[config.mk]
export PLATFORM = sky130hd
export DESIGN_NAME = damage_rect_list_merge
export DESIGN_NICKNAME = d
export VERILOG_FILES = /design/src/rtl/core/drlm_pkg.sv /design/src/rtl/core/damage_rect_list_merge.sv /design/src/rtl/core/drlm_datapath.sv /design/src/rtl/core/drlm_ctrl.sv
export SDC_FILE = /design/constraint.sdc
export NUM_CORES = 2
export LEC_CHECK = 0
export ABC_CLOCK_PERIOD_IN_PS = 20800
export BUFFER_PORTS_ARGS = -buffer_cell sky130_fd_sc_hd__buf_4
export CAP_MARGIN = 5
export CORE_MARGIN = 1
export CORE_UTILIZATION = 50
export CTS_CLUSTER_SIZE = 28
export DETAILED_ROUTE_END_ITERATION = 16
export PLACE_DENSITY = 0.73
export SETUP_SLACK_MARGIN = 0.15
export SYNTH_ARGS = -nofsm -noshare
export SYNTH_HDL_FRONTEND = slang
export SYNTH_SLANG_ARGS = --single-unit
[constraint.sdc]
create_clock -name clock -period 20.8 [get_ports clock]
set_input_delay 3.12 -clock clock [delete_from_list [all_inputs] [get_ports clock]]
set_output_delay 3.12 -clock clock [all_outputs]
set_load 0.05 [all_outputs]
[src/rtl/core/drlm_pkg.sv]
// ---------------------------------------------------------------------------
// drlm_pkg
// Shared types and constants of the damage rectangle list block.
// ---------------------------------------------------------------------------
`default_nettype none
package drlm_pkg;
   localparam int MaxEntries = 16;
   localparam int IdxW = $clog2(MaxEntries);
   localparam int CntW = $clog2(MaxEntries + 1);
   localparam int CoordW = 13;
   localparam int InW = 16;

   localparam logic [1:0] CSR_SCREEN_WIDTH = 2'd0;
   localparam logic [1:0] CSR_SCREEN_HEIGHT = 2'd1;
   localparam logic [1:0] CSR_TASKBAR_HEIGHT = 2'd2;

   localparam logic REQ_ADD = 1'b0;
   localparam logic REQ_FLUSH = 1'b1;

   // An entry kept as corners: x1, y1, x2, y2.
   typedef struct packed {
      logic [CoordW-1:0] x1;
      logic [CoordW-1:0] y1;
      logic [CoordW-1:0] x2;
      logic [CoordW-1:0] y2;
   } box_type;

   // Commands from the controller to the datapath.
   typedef struct packed {
      logic clip;         // register the clipped rectangle
      logic rd;           // read entry at rd_idx
      logic [IdxW-1:0] rd_idx;
      logic merge_acc;    // grow accumulator with read entry
      logic load_acc;     // accumulator takes read entry, grows with rect
      logic wr_acc;       // write accumulator at wr_idx
      logic wr_rect;      // write rect at wr_idx
      logic wr_rd;        // write read entry at wr_idx
      logic [IdxW-1:0] wr_idx;
   } cmd_type;

   // Status from the datapath to the controller.
   typedef struct packed {
      logic drop;          // clipped rectangle is empty
      logic touch_rect;    // read entry touches rect
      logic touch_acc;     // read entry touches accumulator
   } sts_type;
endpackage
`default_nettype wire

[src/rtl/core/damage_rect_list_merge.sv]
// ---------------------------------------------------------------------------
// damage_rect_list_merge
// Bounded list of screen damage rectangles with merge on add and flush.
// ---------------------------------------------------------------------------
// Channel  Ports                      Handshake
// request  req_*, start, busy         accepted when start and not busy
// response rsp_*, rsp_strobe          one strobe per word, no stall
// config   csr_*                      csr_valid and csr_ready
//
// An add runs the drop check, scans for the first entry that touches the
// rectangle, then sweeps so the merged entry absorbs touching entries, each
// freed slot taking the last entry, and ends with the response word. A
// flush reads and emits each entry in order. A full list collapses into
// slot zero after the scan. Reset empties the list and loads the default
// screen size. Responses cannot be stalled.
`default_nettype none
module damage_rect_list_merge (
   input  wire logic clock,
   input  wire logic reset,
   input  wire logic start,
   output logic busy,
   input  wire logic req_type,
   input  wire logic [15:0] req_in_x,
   input  wire logic [15:0] req_in_y,
   input  wire logic [15:0] req_in_w,
   input  wire logic [15:0] req_in_h,
   output logic rsp_strobe,
   output logic [12:0] rsp_out_x,
   output logic [12:0] rsp_out_y,
   output logic [12:0] rsp_out_w,
   output logic [12:0] rsp_out_h,
   output logic rsp_rect_valid,
   output logic [4:0] rsp_entry_count,
   output logic rsp_last,
   input  wire logic csr_valid,
   output logic csr_ready,
   input  wire logic [1:0] csr_index,
   input  wire logic [12:0] csr_data
);
   import drlm_pkg::*;

   logic [12:0] sw_ff, sh_ff, tb_ff;
   cmd_type cmd;
   sts_type sts;
   box_type rd_box;
   logic flush;
   logic [CntW-1:0] cnt;

   // Configuration registers.
   assign csr_ready = 1'b1;
   always_ff @(posedge clock) begin
      if (reset) begin
         sw_ff <= 13'd1024;
         sh_ff <= 13'd768;
         tb_ff <= 13'd0;
      end else if (csr_valid) begin
         case (csr_index)
            CSR_SCREEN_WIDTH: sw_ff <= csr_data;
            CSR_SCREEN_HEIGHT: sh_ff <= csr_data;
            CSR_TASKBAR_HEIGHT: tb_ff <= csr_data;
            default: ;
         endcase
      end
   end

   drlm_ctrl u_ctrl (
      .clock(clock), .reset(reset), .start(start), .req_type(req_type),
      .sts(sts), .cmd(cmd), .busy(busy), .rsp_strobe(rsp_strobe),
      .rsp_flush(flush), .rsp_count(cnt), .rsp_last(rsp_last)
   );

   drlm_datapath u_dp (
      .clock(clock), .screen_width(sw_ff), .screen_height(sh_ff),
      .taskbar_height(tb_ff), .in_x(req_in_x), .in_y(req_in_y),
      .in_w(req_in_w), .in_h(req_in_h), .cmd(cmd), .sts(sts), .rd_box(rd_box)
   );

   // Output word: entries are stored as corners.
   assign rsp_out_x = flush ? rd_box.x1 : '0;
   assign rsp_out_y = flush ? rd_box.y1 : '0;
   assign rsp_out_w = flush ? (rd_box.x2 - rd_box.x1) : '0;
   assign rsp_out_h = flush ? (rd_box.y2 - rd_box.y1) : '0;
   assign rsp_rect_valid = flush;
   assign rsp_entry_count = 5'(cnt);
endmodule
`default_nettype wire

[src/rtl/core/drlm_datapath.sv]
// ---------------------------------------------------------------------------
// drlm_datapath
// Clipping, rectangle memory, touch tests and the merge accumulator.
// ---------------------------------------------------------------------------
`default_nettype none
module drlm_datapath (
   input  wire logic clock,
   input  wire logic [12:0] screen_width,
   input  wire logic [12:0] screen_height,
   input  wire logic [12:0] taskbar_height,
   input  wire logic [15:0] in_x,
   input  wire logic [15:0] in_y,
   input  wire logic [15:0] in_w,
   input  wire logic [15:0] in_h,
   input  wire drlm_pkg::cmd_type cmd,
   output drlm_pkg::sts_type sts,
   output drlm_pkg::box_type rd_box
);
   import drlm_pkg::*;

   box_type mem [MaxEntries];
   box_type rd_ff, rect_ff, acc_ff, acc_in, wdata;
   logic drop_ff;
   logic signed [17:0] xa, xb, ya, yb, sw, sh, lim;
   logic signed [17:0] x1, x2, y1, y2;
   logic drop_in;

   // Clamp the edges to the screen and the taskbar line.
   always_comb begin
      sw = {5'd0, screen_width};
      sh = {5'd0, screen_height};
      lim = sh - {5'd0, taskbar_height};
      xa = {{2{in_x[15]}}, in_x};
      ya = {{2{in_y[15]}}, in_y};
      xb = xa + {{2{in_w[15]}}, in_w};
      yb = ya + {{2{in_h[15]}}, in_h};
      x1 = (xa < 0) ? 18'sd0 : (xa > sw) ? sw : xa;
      x2 = (xb < 0) ? 18'sd0 : (xb > sw) ? sw : xb;
      y1 = (ya < 0) ? 18'sd0 : (ya > sh) ? sh : ya;
      y2 = (yb < 0) ? 18'sd0 : (yb > sh) ? sh : yb;
      drop_in = in_w[15] || (in_w == '0) || in_h[15] || (in_h == '0) ||
                (x1 >= x2) || (y1 >= y2) || (y1 >= lim);
      if (y2 > lim) begin
         y2 = lim;
      end
   end

   always_ff @(posedge clock) begin
      if (cmd.clip) begin
         drop_ff <= drop_in;
         rect_ff <= '{x1[12:0], y1[12:0], x2[12:0], y2[12:0]};
      end
   end

   function automatic logic touch(box_type a, box_type b);
      return (a.x1 <= b.x2) && (a.x2 >= b.x1) && (a.y1 <= b.y2) && (a.y2 >= b.y1);
   endfunction

   function automatic box_type grow(box_type a, box_type b);
      box_type r;
      r.x1 = (a.x1 < b.x1) ? a.x1 : b.x1;
      r.y1 = (a.y1 < b.y1) ? a.y1 : b.y1;
      r.x2 = (a.x2 > b.x2) ? a.x2 : b.x2;
      r.y2 = (a.y2 > b.y2) ? a.y2 : b.y2;
      return r;
   endfunction

   // Accumulator update.
   always_comb begin
      acc_in = acc_ff;
      if (cmd.load_acc) begin
         acc_in = grow(rd_ff, rect_ff);
      end else if (cmd.merge_acc) begin
         acc_in = grow(acc_ff, rd_ff);
      end
   end

   always_ff @(posedge clock) begin
      acc_ff <= acc_in;
   end

   // Entry memory, one write and one registered read a cycle.
   always_comb begin
      wdata = rd_ff;
      if (cmd.wr_acc) begin
         wdata = acc_in;
      end else if (cmd.wr_rect) begin
         wdata = rect_ff;
      end
   end

   always_ff @(posedge clock) begin
      if (cmd.wr_acc || cmd.wr_rect || cmd.wr_rd) begin
         mem[cmd.wr_idx] <= wdata;
      end
      if (cmd.rd) begin
         rd_ff <= mem[cmd.rd_idx];
      end
   end

   assign sts.drop = drop_ff;
   assign sts.touch_rect = touch(rd_ff, rect_ff);
   assign sts.touch_acc = touch(rd_ff, acc_ff);
   assign rd_box = rd_ff;
endmodule
`default_nettype wire

[src/rtl/core/drlm_ctrl.sv]
// ---------------------------------------------------------------------------
// drlm_ctrl
// Sequencer for add scans, merge sweeps, collapse and flush.
// ---------------------------------------------------------------------------
`default_nettype none
module drlm_ctrl (
   input  wire logic clock,
   input  wire logic reset,
   input  wire logic start,
   input  wire logic req_type,
   input  wire drlm_pkg::sts_type sts,
   output drlm_pkg::cmd_type cmd,
   output logic busy,
   output logic rsp_strobe,
   output logic rsp_flush,
   output logic [drlm_pkg::CntW-1:0] rsp_count,
   output logic rsp_last
);
   import drlm_pkg::*;

   localparam logic [3:0] S_IDLE = 4'd0;
   localparam logic [3:0] S_CHECK = 4'd1;
   localparam logic [3:0] S_SCAN_RD = 4'd2;
   localparam logic [3:0] S_SCAN_TST = 4'd3;
   localparam logic [3:0] S_SW_RD = 4'd4;
   localparam logic [3:0] S_SW_TST = 4'd5;
   localparam logic [3:0] S_MOVE_RD = 4'd6;
   localparam logic [3:0] S_MOVE_WR = 4'd7;
   localparam logic [3:0] S_COL_RD = 4'd8;
   localparam logic [3:0] S_COL_TST = 4'd9;
   localparam logic [3:0] S_DONE = 4'd10;
   localparam logic [3:0] S_FL_RD = 4'd11;
   localparam logic [3:0] S_FL_OUT = 4'd12;

   logic [3:0] state_ff, state_in;
   logic [CntW-1:0] n_ff, n_in;
   logic [CntW-1:0] i_ff, i_in, j_ff, j_in;
   logic [CntW-1:0] nm1;

   assign nm1 = n_ff - 1'b1;

   always_comb begin
      state_in = state_ff;
      n_in = n_ff;
      i_in = i_ff;
      j_in = j_ff;
      cmd = '0;
      busy = (state_ff != S_IDLE);
      rsp_strobe = 1'b0;
      rsp_flush = 1'b0;
      rsp_count = n_ff;
      rsp_last = 1'b1;
      case (state_ff)
         S_IDLE: begin
            if (start) begin
               i_in = '0;
               cmd.clip = 1'b1;
               state_in = (req_type == REQ_FLUSH) ? S_FL_RD : S_CHECK;
            end
         end
         S_CHECK: begin
            if (sts.drop) begin
               state_in = S_DONE;
            end else begin
               state_in = S_SCAN_RD;
            end
         end
         // Look for the first entry that touches the rectangle.
         S_SCAN_RD: begin
            if (i_ff == n_ff) begin
               if (n_ff < CntW'(MaxEntries)) begin
                  cmd.wr_rect = 1'b1;
                  cmd.wr_idx = i_ff[IdxW-1:0];
                  n_in = n_ff + 1'b1;
                  state_in = S_DONE;
               end else begin
                  cmd.rd = 1'b1;
                  cmd.rd_idx = '0;
                  j_in = CntW'(1);
                  state_in = S_COL_RD;
               end
            end else begin
               cmd.rd = 1'b1;
               cmd.rd_idx = i_ff[IdxW-1:0];
               state_in = S_SCAN_TST;
            end
         end
         S_SCAN_TST: begin
            if (sts.touch_rect) begin
               cmd.load_acc = 1'b1;
               cmd.wr_acc = 1'b1;
               cmd.wr_idx = i_ff[IdxW-1:0];
               j_in = '0;
               state_in = S_SW_RD;
            end else begin
               i_in = i_ff + 1'b1;
               state_in = S_SCAN_RD;
            end
         end
         // Sweep: the merged entry absorbs touching entries.
         S_SW_RD: begin
            if (j_ff == n_ff) begin
               state_in = S_DONE;
            end else if (j_ff == i_ff) begin
               j_in = j_ff + 1'b1;
            end else begin
               cmd.rd = 1'b1;
               cmd.rd_idx = j_ff[IdxW-1:0];
               state_in = S_SW_TST;
            end
         end
         S_SW_TST: begin
            if (sts.touch_acc) begin
               cmd.merge_acc = 1'b1;
               cmd.wr_acc = 1'b1;
               cmd.wr_idx = i_ff[IdxW-1:0];
               state_in = S_MOVE_RD;
            end else begin
               j_in = j_ff + 1'b1;
               state_in = S_SW_RD;
            end
         end
         S_MOVE_RD: begin
            cmd.rd = 1'b1;
            cmd.rd_idx = nm1[IdxW-1:0];
            state_in = S_MOVE_WR;
         end
         S_MOVE_WR: begin
            cmd.wr_rd = 1'b1;
            cmd.wr_idx = j_ff[IdxW-1:0];
            if (i_ff == nm1) begin
               i_in = j_ff;
            end
            n_in = nm1;
            state_in = S_SW_RD;
         end
         // Full list: fold everything into slot zero.
         S_COL_RD: begin
            if (j_ff == CntW'(1)) begin
               cmd.load_acc = 1'b1;
            end else begin
               cmd.merge_acc = 1'b1;
            end
            if (j_ff == n_ff) begin
               cmd.wr_acc = 1'b1;
               cmd.wr_idx = '0;
               n_in = CntW'(1);
               state_in = S_DONE;
            end else begin
               cmd.rd = 1'b1;
               cmd.rd_idx = j_ff[IdxW-1:0];
               state_in = S_COL_TST;
            end
         end
         S_COL_TST: begin
            cmd.merge_acc = 1'b1;
            j_in = j_ff + 1'b1;
            if (j_ff + 1'b1 == n_ff) begin
               cmd.wr_acc = 1'b1;
               cmd.wr_idx = '0;
               n_in = CntW'(1);
               state_in = S_DONE;
            end else begin
               cmd.rd = 1'b1;
               cmd.rd_idx = IdxW'(j_ff + 1'b1);
            end
         end
         S_DONE: begin
            rsp_strobe = 1'b1;
            state_in = S_IDLE;
         end
         // Flush: read and emit each entry in order.
         S_FL_RD: begin
            if (n_ff == '0) begin
               rsp_strobe = 1'b1;
               rsp_count = '0;
               state_in = S_IDLE;
            end else begin
               cmd.rd = 1'b1;
               cmd.rd_idx = i_ff[IdxW-1:0];
               state_in = S_FL_OUT;
            end
         end
         S_FL_OUT: begin
            rsp_strobe = 1'b1;
            rsp_flush = 1'b1;
            rsp_count = '0;
            rsp_last = (i_ff + 1'b1 == n_ff);
            i_in = i_ff + 1'b1;
            if (i_ff + 1'b1 == n_ff) begin
               n_in = '0;
               state_in = S_IDLE;
            end else begin
               state_in = S_FL_RD;
            end
         end
         default: begin
            state_in = S_IDLE;
         end
      endcase
   end

   always_ff @(posedge clock) begin
      if (reset) begin
         state_ff <= S_IDLE;
         n_ff <= '0;
      end else begin
         state_ff <= state_in;
         n_ff <= n_in;
      end
      i_ff <= i_in;
      j_ff <= j_in;
   end
endmodule
`default_nettype wire

Yosys cells after proc, flatten, opt, wreduce, memory -nomap -nowiden --
Memory sizes are Yosys's and may differ from the RTL's. A register that Yosys moved wholly into a read port is not among the register bits. Index checks and enable logic that the tools add are counted.
Word-level totals: logic and storage cells 213, bits in writable memories 832, memories kept 1, bits in registers 163
Operators by class: multiplexer cells 92, reduce and logical (&&, ||, !) cells 31, add/sub/neg operators 9, eq/ne operators 35, $lt $le $gt $ge 29
Memories:
- u_dp.mem | words 16, bits a word 52, rd ports 1, clocked after memory_dff 1, write ports 1, line drlm_datapath.sv:21 | box_type mem [MaxEntries];
Operators by type and width (count):
- 2-to-1 mux 52 bit | 4
- 2-to-1 mux 13 bit | 13
- 2-to-1 mux 18 bit | 8
- 2-to-1 mux 5 bit | 22
- >= comparator 13 bit | 4
- greater-than comparator 13 bit | 4
- <= comparator 13 bit | 4
- less-than comparator 13 bit | 4
- 2-to-1 mux 4 bit | 13
- one-hot mux 5 bit (5 select lines) | 2
- one-hot mux 4 bit (12 select lines) | 1
- >= comparator 18 bit | 2
- adder 16 x 16 -> 17 bit | 2
- greater-than comparator 17 x 14 -> 1 bit | 2
- less-than comparator 17 x 1 -> 1 bit (second input constant) | 2
- greater-than comparator 16 x 14 -> 1 bit | 2
- logical NOT 16 bit | 2
- less-than comparator 16 x 1 -> 1 bit (second input constant) | 2
- equality test 5 bit | 6
- one-hot mux 5 bit (6 select lines) | 1
- subtractor 13 bit | 2
- equality test 4 bit (second input constant) | 5
- one-hot mux 5 bit (4 select lines) | 1
- >= comparator 18 x 14 -> 1 bit | 1
- 35 further kinds | 87

Longest topological paths before layout --
depth after elaboration 10, mapped depth 30

By module --
Synthesis repeated with hierarchy kept, for this count alone.
Second synthesis, totals: cell total of the unflattened synthesis 3833, area, all modules 53706.5 µm²
Modules (own cells, without submodules):
- drlm_datapath | instances 1, cells an instance 3133, area an instance 48501.5 µm²
- damage_rect_list_merge | instances 1, cells an instance 394, area an instance 2895.3 µm²
- drlm_ctrl | instances 1, cells an instance 306, area an instance 2309.7 µm²

Worst setup path after synthesis --
No wires, ideal clock.
path type input port to flip-flop, start point input port req_in_y[0], end point register u_dp.rect_ff[6] in the netlist's numbering, data pin, library setup time 0.270 ns, cell stages on the path 30, path buffers 2, data arrival time 8.466 ns, slack 12.064 ns, cells stage by stage ha_1 -> inv_1 -> fa_1 -> nor2b_1 -> o31a_1 -> o21a_1 -> a21o_1 -> a21o_1 -> a21oi_1 -> xnor2_1 -> ha_1 -> a21o_1 -> a21o_1 -> a21oi_1 -> o2111ai_1 -> a2111oi_4 -> buf_6 -> mux2i_1 -> nor2_1 -> ha_1 -> o21ai_0 -> nor2_1 -> nor3_1 -> nor2_1 -> nor4_1 -> o211ai_1 -> o21a_1 -> buf_1 -> nand2b_1 -> o31ai_2
Between the ends: cells in the longest elaborated chain, start to end 6
RTL lines:
- start, declared | line damage_rect_list_merge.sv:24 | input wire logic [15:0] req_in_y,
- adder 16 x 16 -> 17 bit * | line drlm_datapath.sv:36 | yb = ya + {{2{in_h[15]}}, in_h};
- greater-than comparator 17 x 14 -> 1 bit | line drlm_datapath.sv:40 | y2 = (yb < 0) ? 18'sd0 : (yb > sh) ? sh : yb;
- 2-to-1 mux 18 bit | line drlm_datapath.sv:40
- 2-to-1 mux 18 bit * | line drlm_datapath.sv:40
- greater-than comparator 18 x 14 -> 1 bit | line drlm_datapath.sv:43 | if (y2 > lim) begin
- 2-to-1 mux 13 bit * | line drlm_datapath.sv:43
- named net u_dp.y2[6] | line drlm_datapath.sv:25 | logic signed [17:0] x1, x2, y1, y2;
- end signal, assigned | line drlm_datapath.sv:51 | rect_ff <= '{x1[12:0], y1[12:0], x2[12:0], y2[12:0]};
- end, declared | line drlm_datapath.sv:22 | box_type rd_ff, rect_ff, acc_ff, acc_in, wdata;
The timed path passes the listed nets; every way through them passes the cells marked *. A chain may end at the register's enable or synchronous reset.

Final worst setup path --
start point input port req_in_y[0], end point register u_dp.drop_ff, data pin
Between the ends: cells in the longest elaborated chain, start to end 7
RTL lines:
- adder 16 x 16 -> 17 bit | line drlm_datapath.sv:36
- greater-than comparator 17 x 14 -> 1 bit | line drlm_datapath.sv:40
- 2-to-1 mux 18 bit (2 in a row) | line drlm_datapath.sv:40
- >= comparator 18 bit | line drlm_datapath.sv:42 | (x1 >= x2) || (y1 >= y2) || (y1 >= lim);
- logical OR 1 bit | line drlm_datapath.sv:42
- logical OR 1 bit * | line drlm_datapath.sv:42
- named net u_dp.drop_in | line drlm_datapath.sv:26 | logic drop_in;
- end signal, assigned | line drlm_datapath.sv:50 | drop_ff <= drop_in;
- end, declared | line drlm_datapath.sv:23 | logic drop_ff;
Marks and branches as above.

==> results.py <==
metrics = {
    "status": {
        "status": "completed",
    },
    "critical_path": {
        "reg2reg_depth": 13,
        "path_common_cell": "a21o_1",
        "cp_data_required_time_ps": 21230,
        "worstReg2RegStart": "u_ctrl.j_ff[0]",
        "crit_type": "in -> reg",
        "crit_start": "req_in_y[0]",
        "cp-end-kind": "flop",
        "crit_path_top_delay_cell": "a2111oi_0",
        "crit_arrival_ps": 9470,
        "critPathMaxFanout": 15,
        "start_kind": "input port",
        "critical_path.max_stage_delay_ps": 660,
    },
    "detailed_routing": {
        "drt_wl_total_um": 153100,
        "vias": 37590,
        "drt-pass1-iter-count": 6,
        "route.antenna.remaining_nets": 0,
        "routed_via_density": 6.221,
        "remaining_drc_errors": 0,
        "first_iter_violations": 3900,
        "wire_per_inst_um": 25.34,
    },
    "synth": {
        "synth_ff_type": "edfxtp_1",
        "synth_edf_count": 947,
        "ys_seq_area_share_pct": 56.02,
        "postSynthAreaPerCell_um2": 12.27,
        "ys_types": 89,
        "ys_warn_count": 0,
        "synthesis.area_um2": 54330,
        "ys_ff_latch": 1047,
        "async_flop_share_pct": 0,
        "synth_cells": 4427,
    },
    "grt": {
        "use_met3_pct": 4.437,
        "grt_pass1_vias": 36500,
        "grt_overflow": 0,
        "grtUsageTotal_pct": 27.25,
        "antenna_found_initial": 2,
        "grt_pass1_wl_um": 226600,
        "met1_usage_pct": 36.76,
        "grt_max_degree": 215,
        "top_usage_layer": "met2",
        "gr-usage-met2_pct": 44.04,
    },
    "timing": {
        "tns_ps": 0,
        "clock_skew_ps": 45.90,
        "relSlewSlack_pct": 7.559,
        "tightest_slew_ps": 1387,
        "timing.final.crit_share_pct": 43.44,
        "setup_viol": 0,
        "drv_slew": 0,
        "max_freq_mhz": 110.7,
        "hold_violations": 0,
        "holdWs_ps": 456.6,
        "rsz0062_at_grt": "no",
        "period_needed_ps": 9035,
    },
    "die": {
        "core_area_um2": 107400,
        "die_h_um": 331.6,
        "io_pins": 146,
        "dieArea_um2": 110000,
        "dieWidth_um": 331.6,
        "initial_core_util_pct": 50.61,
        "row_count": 120,
    },
    "pwr": {
        "switchingPower_uw": 3428,
        "combPwrFrac_pct": 42.0,
        "leakage_uw": 0.02151,
        "pwr_density_cell_nw_per_um2": 144.9,
        "switching_share_pct": 39.08,
        "p_clk_share_pct": 21.8,
        "peakVddDrop_uv": 129.7,
        "power_uw": 8773,
        "internal_power_uw": 5345,
        "pwr-share-seq_pct": 36.1,
    },
    "worst_hold_path": {
        "hp-start": "tb_ff[2]",
        "hp-class": "reg -> reg",
        "hold_depth": 2,
    },
    "cells_and_area": {
        "postLayoutCellArea_um2": 60550,
        "area_growth_pct": 11.44,
        "diodes": 0,
        "final_util_pct": 56.40,
        "layout.nets": 5032,
        "drive_gt1_share_pct": 14.37,
    },
    "clock_network": {
        "cts_buffers": 104,
        "clockBufferDepth": 3,
        "cts_tree": "built",
        "postCtsResizedCells": 0,
        "clockRootBuffer": "clkbuf_16",
        "clk_pin_slew_worst_paths_ps": 60,
        "clock-sinks": 1047,
        "postCtsSetupBuffers": 0,
        "hold_buffers": 0,
        "insertion_delay_ps": 710,
        "h-tree-depth": 3,
    },
    "place": {
        "place_congestion": 0.9894,
        "post_dp_cell_area_um2": 57060,
        "dp_hpwl_um": 99560,
        "port_buffers": 144,
    },
    "flow_run": {
        "maxCapViolCount": 0,
    },
}
==> metal layers <==
metal | wire, um | share of wire (%)
met1 | 63070 | 41
met2 | 71290 | 47
met3 | 12350 | 8.1
met4 | 6402 | 4.2
met5 | 0 | 0
==> power groups by stage <==
| stage | combinational [uW] | sequential, uW | clock [uW] |
|---|---|---|---|
| 6_report | 3690 | 3170 | 1920 |
| 2_1_floorplan | 2640 | 3030 | 0 |
| 3_3_place_gp | 3530 | 3200 | 0 |
| 3_5_place_dp | 3610 | 3200 | 0 |
| 4_1_cts | 3640 | 3160 | 1930 |
| 5_1_grt | 4020 | 3180 | 2010 |
==> kinds of logic after synthesis <==
group           Yosys count  synth area share (%)
other cells               2               0.01382
mux                     450                 8.783
buf+inv                 459                 3.424
flops                  1047                 56.02
simple gates           1021                 8.762
compound gates          971                 12.50
xor+xnor                 80                 1.290
fa+ha+maj               397                 9.207
==> worst max-delay path: cells and delay by family <==
kind / cells / cell delay [ps]
AO/OA/AOI/OAI: 17 / 3850
adder cells (fa/ha/maj): 4 / 1000
buffers and inverters: 3 / 500
AND/OR/NAND/NOR: 4 / 470
multiplexers: 1 / 320
XOR/XNOR: 1 / 190
==> worst paths after layout <==
| check | slack, ps | end |
|---|---|---|
| worst max-delay path | 11770 | u_dp.drop_ff |
| worst min register to register | 460 | tb_ff[2] |
| worst min-delay path | 460 | tb_ff[2] |
| worst max register to register | 14120 | u_dp.rd_box[25] |
==> registers in the layout, indices dropped and copies added, names as in the netlist <==
signal           cells
sw_ff               13
u_dp.rd_box         52
u_dp.rect_ff        52
u_ctrl.n_ff          5
u_ctrl.state_ff      4
u_dp.drop_ff         1
u_ctrl.i_ff          5
tb_ff               13
u_dp.mem           832
u_ctrl.j_ff          5
sh_ff               13
u_dp.acc_ff         52
==> area by class of cell <==
class,instances,area [um^2]
Tap cell,1403,1755
Clock buffer,126,2854
Multi-Input combinational cell,2932,22270
Sequential cell,1047,30440
Clock inverter,68,633.1
Timing Repair Buffer,215,1652
Fill cell,8654,46800
Inverter,252,945.9
==> per-stage QoR <==
step	cells	worst slack, ps
final	6043	11770
after detailed placement	5849	11200
after floorplan	4438	12060
after global placement	5849	11240
after CTS	6043	11890
after global routing	6043	11400
==> cell usage after synthesis, drive strengths merged, types with 12 or more instances <==
library cell / count / area (um^2)
a211o: 14 / 122.6
a211oi: 33 / 247.7
a21boi: 29 / 221.5
a21o: 54 / 405.4
a21oi: 201 / 1006
a221oi: 21 / 196.4
a31oi: 18 / 112.6
a32oi: 17 / 148.9
and2: 16 / 100.1
and3: 15 / 93.84
buf: 92 / 481.7
clkbuf: 115 / 432.9
dfxtp: 100 / 2002
edfxtp: 947 / 28440
ha: 391 / 4892
inv: 252 / 945.9
mux2: 211 / 2380
mux2i: 239 / 2392
nand2: 409 / 1535
nand2b: 51 / 319.1
nand3: 74 / 375.4
nand4: 93 / 581.8
nor2: 211 / 794.5
nor2b: 34 / 212.7
nor3: 42 / 210.2
nor4: 15 / 100.1
o211ai: 220 / 1657
o21a: 46 / 345.3
o21ai: 143 / 723.2
o221a: 27 / 304.0
o221ai: 20 / 175.2
o22a: 29 / 254.0
o31ai: 21 / 177.7
o32ai: 15 / 138.9
or2: 19 / 118.9
or3: 12 / 75.07
xnor2: 38 / 332.8
xor2: 42 / 367.9
==> cell usage in the layout, fill, tap and decap left out, types with 20 or more instances in the layout <==
master,n
a21boi_1,21
nand3_1,71
dfxtp_1,100
o21ai_0,131
nand2b_1,51
mux2_2,195
xor2_1,42
mux2i_1,239
a211oi_1,33
o21a_1,46
nor2b_1,33
clkbuf_16,111
inv_1,252
edfxtp_1,947
nand2_1,409
nor3_1,42
o221a_2,27
o22a_1,29
o211ai_1,219
o221ai_1,20
nor2_1,193
a21oi_1,201
nand4_1,93
xnor2_1,38
a21o_1,54
buf_4,212
ha_1,391
clkinv_2,22
Power figures use the tool's default switching activity.
